[src/napa_pkg.sv]
// Package for the dynamic NAT port allocator: shared constants, codes and structs.
// Used by every module of the block except napa_ram; depends on nothing.
`timescale 1ns / 1ps
package napa_pkg;

  localparam int NUM_THREADS_DEF     = 4;
  localparam int MAX_EXTERNAL_DEF    = 16;
  localparam int MAX_SLICE_PORTS_DEF = 4096;

  localparam int WORD_BITS = 64;
  localparam int HASH_W    = 32;
  localparam int NADDR_W   = 5;
  localparam int COUNT_W   = 13;

  // Configuration register indexes.
  localparam logic [1:0] REG_NUM_EXT    = 2'd0;
  localparam logic [1:0] REG_EXT_BASE   = 2'd1;
  localparam logic [1:0] REG_SLICE_BASE = 2'd2;
  localparam logic [1:0] REG_SLICE_CNT  = 2'd3;

  localparam logic [NADDR_W-1:0] NUM_EXT_RST    = 5'd1;
  localparam logic [31:0]        EXT_BASE_RST   = 32'd0;
  localparam logic [15:0]        SLICE_BASE_RST = 16'd1024;
  localparam logic [COUNT_W-1:0] SLICE_CNT_RST  = 13'd4096;

  localparam logic REQ_ALLOC = 1'b0;
  localparam logic REQ_FREE  = 1'b1;

  typedef enum logic [1:0] {
    ST_OK        = 2'd0,
    ST_EXHAUSTED = 2'd1,
    ST_BAD_FREE  = 2'd2
  } status_e;

  // Result of the serial modulo unit.
  typedef struct packed {
    logic               done;
    logic [NADDR_W-1:0] rem;
  } mod_stat_t;

  // Result of one bitmap word scan.
  typedef struct packed {
    logic       found;
    logic [5:0] pos;
  } scan_res_t;

endpackage

[src/napa_word_scan.sv]
// Finds the lowest clear bit of a 64-bit bitmap word inside a bit window.
// Depends on napa_pkg.
`timescale 1ns / 1ps
module napa_word_scan (
  input  logic [napa_pkg::WORD_BITS-1:0] word_i,
  input  logic                           lo_en_i,
  input  logic [5:0]                     lo_off_i,
  input  logic                           hi_en_i,
  input  logic [5:0]                     hi_off_i,
  output napa_pkg::scan_res_t            res_o
);

  logic [napa_pkg::WORD_BITS-1:0] lo_mask, hi_mask, cand;

  always_comb begin
    lo_mask = lo_en_i ? ({napa_pkg::WORD_BITS{1'b1}} << lo_off_i)
                      : {napa_pkg::WORD_BITS{1'b1}};
    hi_mask = hi_en_i ? ({napa_pkg::WORD_BITS{1'b1}} >> (6'd63 - hi_off_i))
                      : {napa_pkg::WORD_BITS{1'b1}};
    cand    = ~word_i & lo_mask & hi_mask;
    res_o.found = |cand;
    res_o.pos   = '0;
    for (int i = napa_pkg::WORD_BITS - 1; i >= 0; i--) begin
      if (cand[i]) begin
        res_o.pos = 6'(i);
      end
    end
  end

endmodule

[config.mk]
export PLATFORM = sky130hd
export DESIGN_NAME = napa_word_scan
export DESIGN_NICKNAME = d
export VERILOG_FILES = /design/src/napa_pkg.sv /design/src/napa_word_scan.sv
export SDC_FILE = /design/constraint.sdc
export NUM_CORES = 1
export LEC_CHECK = 0
export ABC_AREA = 1
export BUFFER_PORTS_ARGS = -buffer_cell sky130_fd_sc_hd__buf_2
export CAP_MARGIN = 15
export CORE_MARGIN = 3
export CORE_UTILIZATION = 57
export DETAILED_ROUTE_END_ITERATION = 10
export GPL_TIMING_DRIVEN = 0
export PLACE_DENSITY = 0.95
export SYNTH_ARGS = -nofsm -noshare
export SYNTH_HDL_FRONTEND = slang
export SYNTH_SLANG_ARGS = --single-unit
[constraint.sdc]
create_clock -name vclk -period 9.1
set_clock_uncertainty 0.05 [all_clocks]
set_input_delay 1.82 -clock vclk [all_inputs]
set_output_delay 1.82 -clock vclk [all_outputs]
set_load 0.005 [all_outputs]
==> run summary <==
CP max-delay cell - nor2_2
Total Routing Usage GR - 40.2%
IO buf count - 82
Dpl hpwl - 7760 um
Worst path top cell family by delay - simple AND/OR/NAND/NOR gates
Top cell types by occurrence after synthesis - nand2_1 (155), nor2_1 (89), inv_1 (54), o21ai_0 (36), a21oi_1 (29)
Hold Buf Count CTS - 0
CP bufs+invs - 5
Mapped Cells - 477
RSZ-0062 raised after global routing - no
Maximum vdd drop - 34.9 uV
Routed length per instance - 15.4 um
Core Rows - 21
Seq/Total Area, Yosys - 0%
DR iter-0 viols - 517
Final GP Congestion - 1.12
Synth cell types - 36
Synthesis-to-layout area growth - 21.4%
Syn_area_per_cell - 4.58 um^2
Peak Freq - 125 MHz
Pwr/cell area - 59.0 nW/um^2
CP Class - input pin to primary output
Final setup violation count - 0
Share of the synthesized area in the top cell type - 26.6%
Syn Std Cell Area - 2180 um^2
Net Count, Synth - 555
Final Max Slew Viols - 0
Hold endpoint - res_o[0]
Final Critical Period - 8.03 ns
Seq cells - 0
Drt total wl - 9300 um
Vias per std cell - 5.93
Inserted Diodes - 0
Hold path startpoint - word_i[0]
Hold Crit Depth - 4
Slowest Stage Delay on Critical Path - 0.31 ns
Least-Margin Pin Slew - 0.732 ns
Post-CTS sizing - 0
Hold Path Class - input pin to primary output
Setup TNS - 0 ns
Max_cap viols - 0
Core Area - 3520 um^2
YS warnings - 0
Starting Density - 62.0%
Crit path DAT - 6.16 ns
Static Leakage - 1.54 nW
Synth area leader - nand2_1
CP Max Fanout - 5
Final Core Density - 75.3%
Cell mode on critical path - nand2_1
Antenna violations before repair - 0
Final Cycle Share - 88.2%
IO Pins - 85
Register area - 0 um^2
Most frequent cell after synthesis - nand2_1
Vias in the first global route - 3,147
Post-route ant nets - 0
Die Ht - 67.9 um
CP Depth - 64
Remaining DRCs - 0
Gr ovfl total - 0
NumNets Final - 639
Post-CTS setup buffer count - 0
Via Count - 3,590
Worst slew margin - 50.6%
Clock buf count - 0
Drt first pass iters - 6
First-pass GRT wire length - 14,100 um
Setup crit end kind - primary output
Worst endpoint required time - 7.23 ns
Synth top area cells - nand2_1 (27%), nor2_1 (15%), inv_1 (9.3%)
Fin. Hold Viols - 0
DIE AREA - 4610 um^2
Startpoint Class - input pin
Outcome - finished clean
Layout cell share with drive strength beyond 1 - 20.0%
Largest net degree at the start of global routing - 11
Die X - 67.9 um
## layout make-up
type                       count  area, um^2
fill                         357         868
inverter                      67         251
tap                           46        57.6
buffer                        12        76.3
timing repair buffer          82         410
multi-input combinational    398        1860
## kinds of logic after synthesis
logic type             count (synthesis)  share of synthesized area [%]
and+or+nand+nor                      288                           54.2
AOI/OAI and AO/OA                    110                           30.8
buffers and inverters                 79                           15.0
## metal layers
metal | share of wire (%) | global-route usage [%]
met1 | 40 | 50.8
met2 | 44 | 64.0
met3 | 12 | 8.37
met4 | 4.4 | 20.3
met5 | 0 | 0
## stage by stage
step	hold slack [ns]	setup slack (ns)	cell area, um^2	instances	power, mW
detailed placement	3.93	1.27	2650	605	0.149
global placement	3.91	1.34	2650	605	0.146
global route	3.98	0.520	2650	605	0.172
CTS	3.93	1.25	2650	605	0.150
finish	3.94	1.07	2650	605	0.156
floorplan	3.74	2.10	2180	477	0.100
## worst max path at each step
stage	startpoint	slack (ns)	to
after CTS	lo_off_i[1]	1.25	res_o[0]
after detailed placement	lo_off_i[1]	1.27	res_o[0]
after global routing	hi_off_i[1]	0.52	res_o[0]
after floorplan	lo_off_i[5]	2.10	res_o[0]
after global placement	lo_off_i[1]	1.34	res_o[0]
final	lo_off_i[1]	1.07	res_o[0]
## report_power, final
part	switching, mW	leakage (nW)	total, mW	internal (mW)
combinational	0.101	1.54	0.156	0.0551
clock	0	0	0	0
sequential	0	0	0	0
## worst min-delay path, delay by kind of cell
| family | cells | cell delay [ns] |
|---|---|---|
| buffers and inverters | 2 | 0.19 |
| and+or+nand+nor | 1 | 0.06 |
| AOI/OAI and AO/OA | 1 | 0.10 |
## cells in the final DEF (no fill, tap or decap), drive strengths merged
master   count
a2111o       3
inv         65
o31ai        1
a31oi        4
a211oi       7
clkbuf       6
nor2        93
o221ai       3
nand2      159
nor3        19
o211ai       5
a221o        1
nand4        1
nand3b       3
o21ai       42
a21oi       31
nand3        8
and3         1
a2111oi      3
nor4         4
o21a         3
o21bai       3
a21boi       3
clkinv       2
o311ai       1
buf         88
Note: power is estimated with default switching activity, not from simulation.
