--- src/napa_pkg.sv ---
// Package for the dynamic NAT port allocator: shared constants, codes and structs.
// Used by every module of the block except napa_ram; depends on nothing.
`timescale 1ns / 1ps
package napa_pkg;

  localparam int NUM_THREADS_DEF     = 4;
  localparam int MAX_EXTERNAL_DEF    = 16;
  localparam int MAX_SLICE_PORTS_DEF = 4096;

  localparam int WORD_BITS = 64;
  localparam int HASH_W    = 32;
  localparam int NADDR_W   = 5;
  localparam int COUNT_W   = 13;

  // Configuration register indexes.
  localparam logic [1:0] REG_NUM_EXT    = 2'd0;
  localparam logic [1:0] REG_EXT_BASE   = 2'd1;
  localparam logic [1:0] REG_SLICE_BASE = 2'd2;
  localparam logic [1:0] REG_SLICE_CNT  = 2'd3;

  localparam logic [NADDR_W-1:0] NUM_EXT_RST    = 5'd1;
  localparam logic [31:0]        EXT_BASE_RST   = 32'd0;
  localparam logic [15:0]        SLICE_BASE_RST = 16'd1024;
  localparam logic [COUNT_W-1:0] SLICE_CNT_RST  = 13'd4096;

  localparam logic REQ_ALLOC = 1'b0;
  localparam logic REQ_FREE  = 1'b1;

  typedef enum logic [1:0] {
    ST_OK        = 2'd0,
    ST_EXHAUSTED = 2'd1,
    ST_BAD_FREE  = 2'd2
  } status_e;

  // Result of the serial modulo unit.
  typedef struct packed {
    logic               done;
    logic [NADDR_W-1:0] rem;
  } mod_stat_t;

  // Result of one bitmap word scan.
  typedef struct packed {
    logic       found;
    logic [5:0] pos;
  } scan_res_t;

endpackage

--- src/napa_hash_mod.sv ---
// Serial remainder unit: reduces the 32-bit flow hash modulo the pool size,
// one hash bit per cycle. Depends on napa_pkg.
`timescale 1ns / 1ps
module napa_hash_mod (
  input  logic                                clk_i,
  input  logic                                rst_ni,
  input  logic                                start_i,
  input  logic [napa_pkg::HASH_W-1:0]         hash_i,
  input  logic [napa_pkg::NADDR_W-1:0]        div_i,
  output napa_pkg::mod_stat_t                 stat_o
);

  localparam int CntW = $clog2(napa_pkg::HASH_W);

  logic [napa_pkg::HASH_W-1:0]  hash_q;
  logic [napa_pkg::NADDR_W-1:0] div_q, rem_q;
  logic [CntW-1:0]              cnt_q;
  logic                         busy_q, done_q;
  logic [napa_pkg::NADDR_W:0]   trial;

  // Shift in the next hash bit, subtract the divisor when it fits.
  always_comb begin
    trial = {rem_q, hash_q[napa_pkg::HASH_W-1]};
    if (trial >= {1'b0, div_q}) begin
      trial = trial - {1'b0, div_q};
    end
  end

  always_ff @(posedge clk_i or negedge rst_ni) begin
    if (!rst_ni) begin
      busy_q <= 1'b0;
      done_q <= 1'b0;
      cnt_q  <= '0;
    end else begin
      done_q <= busy_q && (cnt_q == CntW'(napa_pkg::HASH_W - 1));
      if (start_i) begin
        busy_q <= 1'b1;
        cnt_q  <= '0;
      end else if (busy_q) begin
        cnt_q <= cnt_q + 1'b1;
        if (cnt_q == CntW'(napa_pkg::HASH_W - 1)) begin
          busy_q <= 1'b0;
        end
      end
    end
  end

  always_ff @(posedge clk_i) begin
    if (start_i) begin
      hash_q <= hash_i;
      div_q  <= div_i;
      rem_q  <= '0;
    end else if (busy_q) begin
      hash_q <= hash_q << 1;
      rem_q  <= trial[napa_pkg::NADDR_W-1:0];
    end
  end

  assign stat_o.done = done_q;
  assign stat_o.rem  = rem_q;

endmodule

--- config.mk ---
export PLATFORM = sky130hd
export DESIGN_NAME = napa_hash_mod
export DESIGN_NICKNAME = d
export VERILOG_FILES = /design/src/napa_pkg.sv /design/src/napa_hash_mod.sv
export SDC_FILE = /design/constraint.sdc
export NUM_CORES = 1
export LEC_CHECK = 0
export ABC_AREA = 1
export BUFFER_PORTS_ARGS = -buffer_cell sky130_fd_sc_hd__clkbuf_2
export CAP_MARGIN = 20
export CORE_MARGIN = 3
export CORE_UTILIZATION = 35
export CTS_BUF_LIST = sky130_fd_sc_hd__clkbuf_8
export DETAILED_ROUTE_END_ITERATION = 10
export GPL_TIMING_DRIVEN = 0
export PLACE_DENSITY_LB_ADDON = 0.12
export SLEW_MARGIN = 20
export SYNTH_ARGS = -nofsm -noshare
export SYNTH_HDL_FRONTEND = slang
export SYNTH_SLANG_ARGS = --single-unit
--- constraint.sdc ---
create_clock -name clk_i -period 1.9 [get_ports clk_i]
set_input_delay 0.38 -clock clk_i [delete_from_list [all_inputs] [get_ports clk_i]]
set_output_delay 0.38 -clock clk_i [all_outputs]
set_load 0.1 [all_outputs]
==> run_results.csv <==
group,metric,value,unit
floorplanning,die_h,88.0,um
sta,setup_ws,0.179,ns
power_and_ir_drop,p_clk_frac,0.187,
global_routing,antenna_found_initial,0,
placement,numPortBuffers,45,
synth,synthFlopType,"edfxtp_1",
synth,synth_fp_nets,302,
sta,rsz0062_at_grt,"false",
power_and_ir_drop,p_int,1900,uW
drt,wl,4.21,mm
global_routing,grt_first_pass_wirelength,7.02,mm
global_routing,grt.total_usage,0.116,
synth,yosys.area.top_type,"edfxtp_1",
synth,synthArstFlopShare,0.143,
sta,tns,0,ns
synth,ys_ff_latch,49,
synth,yosys.cell_types.count,26,
floorplanning,die-area,7740,um2
setup_path,cp_max_fo,5,
global_routing,grt_pass1_vias,1526,
setup_path,start_kind,"flop",
sta,hold_violations,0,
power_and_ir_drop,pwr-share-seq,0.440,
global_routing,grt_max_degree,34,
cts,cts_buffer_depth,2,
flow_run,drv_cap,0,
floorplanning,ioPinCount,46,
setup_path,criticalPathCategory,"reg2reg",
cts,htreeDepth,2,
sta,drv_slew,0,
cells_and_area,antenna_cells,0,
drt,vias_per_cell,4.27,
synth,syn-instance-count,254,
synth,syn_avg_cell_area,9.26,um2
sta,fin_crit_sh,0.906,
placement,place_ws,0.0732,ns
status,outcome,"finished, final reports clean",
cts,cts_inserted_buffers,5,
power_and_ir_drop,power_per_cell_area,1130,nW/um2
cells_and_area,n_fill_cell,658,
drt,wire_per_inst,10.9,um
synth,yosys_warnings,0,
power_and_ir_drop,power,3140,uW
sta,clock_skew,0.0120,ns
cts,clk_latency,0.29,ns
cts,path_clk_slew,0.09,ns
cells_and_area,syn_to_final_growth,18.0,%
cells_and_area,fin_util,0.432,
drt,vias,1644,
cts,clock_sinks,49,
setup_path,worst_ep_arrival_time,1.90,ns
power_and_ir_drop,p_leak,0.00143,uW
floorplanning,num_rows,29,
drt,dr.pass1.iters,4,
synth,yosys.area.top_type_share,0.472,
sta,worst_pin_slew,0.700,ns
cells_and_area,finalNetCount,355,
setup_path,cp.required,2.08,ns
cts,cts_root_buffer,"clkbuf_8",
floorplanning,die_w,88.0,um
sta,timing.fmax,0.581,GHz
placement,place_inst,376,
cts,cts_tree,"yes",
cells_and_area,drive_above_1_share,0.276,
synth,yosys-top-cells-area,"edfxtp_1 47%, nand2_1 20%, dfrtp_1 7.4%",
floorplanning,fp.coreArea,6420,um2
sta,setup_viol,0,
setup_path,endpoint_kind,"flop",
synth,synth_common_cells,"124 x nand2_1, 37 x edfxtp_1, 21 x inv_1",
floorplanning,start_util,0.366,
power_and_ir_drop,switchingPower,1250,uW
drt,first_iter_violations,81,
synth,synth_most_common_cell,"nand2_1",
global_routing,grt.overflow.total,0,
sta,slew_headroom,0.533,
synth,synth.cell_area,2350,um2
sta,fin_crit,1.72,ns
synth,yosysSeqAreaShare,0.589,
synth,synth_edf_count,37,
drt,ant_nets,0,
power_and_ir_drop,ir_drop,0.437,mV
power_and_ir_drop,p_sw_frac,0.397,
cells_and_area,layout.cells.non_filler,385,
power_and_ir_drop,comb_power_share,0.374,
placement,place_congestion,0.791,
hold_path,holdCritPathClass,"in2reg",
drt,drc_errors,0,
placement,hpwl,3.05,mm
==> final timing paths <==
kind | start | to | slack, ns | cells past startpoint
max | hash_q[31] | rem_q[1] | 0.18 | 12
min | div_i[3] | div_q[3] | 0.26 | 1
max reg2reg | hash_q[31] | rem_q[1] | 0.18 | 12
min reg2reg | cnt_q[3] | cnt_q[3] | 0.47 | 1
max in group asynchronous | rst_ni | busy_q | 1.28 | 2
min in group asynchronous | rst_ni | cnt_q[1] | 0.45 | 2
==> per-stage QoR <==
stage | area, um2 | hold slack, ns
finish | 2780 | 0.259
floorplan | 2360 | 0.0844
global route | 2780 | 0.238
global placement | 2680 | 0.232
detailed placement | 2680 | 0.229
CTS | 2770 | 0.247
==> power groups by stage <==
stage          Combinational, uW  Sequential [uW]  Clock [uW]
2_1_floorplan                626             1750           0
3_3_place_gp                1180             1410           0
3_5_place_dp                1180             1410           0
4_1_cts                     1190             1390         617
5_1_grt                     1300             1410         649
6_report                    1180             1380         587
==> area by class of cell <==
class                   count  area (um2)  share of cell area
well taps                  77        96.3              0.0347
flip-flops and latches     49        1390               0.501
inverters                  26        97.6              0.0352
clock buffers               5        68.8              0.0248
clock inverters             3        16.3             0.00586
plain buffers               8        45.0              0.0162
multi-input cells         171         826               0.297
repair buffers             46         235              0.0847
==> sequential cells by signal, indices dropped and copies added (netlist names) <==
| register | flops |
|---|---|
| hash_q | 32 |
| busy_q | 1 |
| cnt_q | 5 |
| rem_q | 5 |
| done_q | 1 |
| div_q | 5 |
==> routing by layer <==
metal  up-vias  GRT usage  wire length [um]
met5         -          0                 0
met4         0     0.0460                31
met3         2     0.0292               203
met2        28      0.171              1840
met1       708      0.165              2140
li1        906          -                 -
==> worst max-delay path, stage by stage (launching register included) <==
cell,delay [ns]
edfxtp_1,0.37
inv_1,0.08
ha_1,0.14
inv_1,0.06
fa_2,0.37
inv_1,0.06
nand2_1,0.06
inv_1,0.09
nor2_4,0.05
nor2_4,0.14
nand2_1,0.07
nand3_1,0.06
nand2_1,0.05
==> cell families after synthesis <==
| group | share of synthesized area |
|---|---|
| and+or+nand+nor | 0.280 |
| DFF | 0.589 |
| buffers and inverters | 0.0606 |
| AOI/OAI and AO/OA | 0.0202 |
| adders and majority gates | 0.0457 |
| xor gates and xnor gates | 0.00372 |
==> cell usage in the layout, fill, tap and decap left out, drive strengths merged <==
cell and count:
xnor2 1, buf 8, o21ai 4, clkinv 2, fa 1, dlygate4sd3 1
nand2 130, clkbuf 50, dfxtp 5, nor2 10, a22o 1, nand4 1
nand3 10, inv 27, nor3 3, a21oi 3, edfxtp 37, ha 7
dfrtp 7
==> repair_timing <==
action	in CTS	in global routing
setup buffers	0	0
setup endpoints to repair	0	5
endpoints found under the hold margin	7	0
hold buffers	1	0
gates resized for setup	0	1
Note: power is estimated with default switching activity, not from simulation.
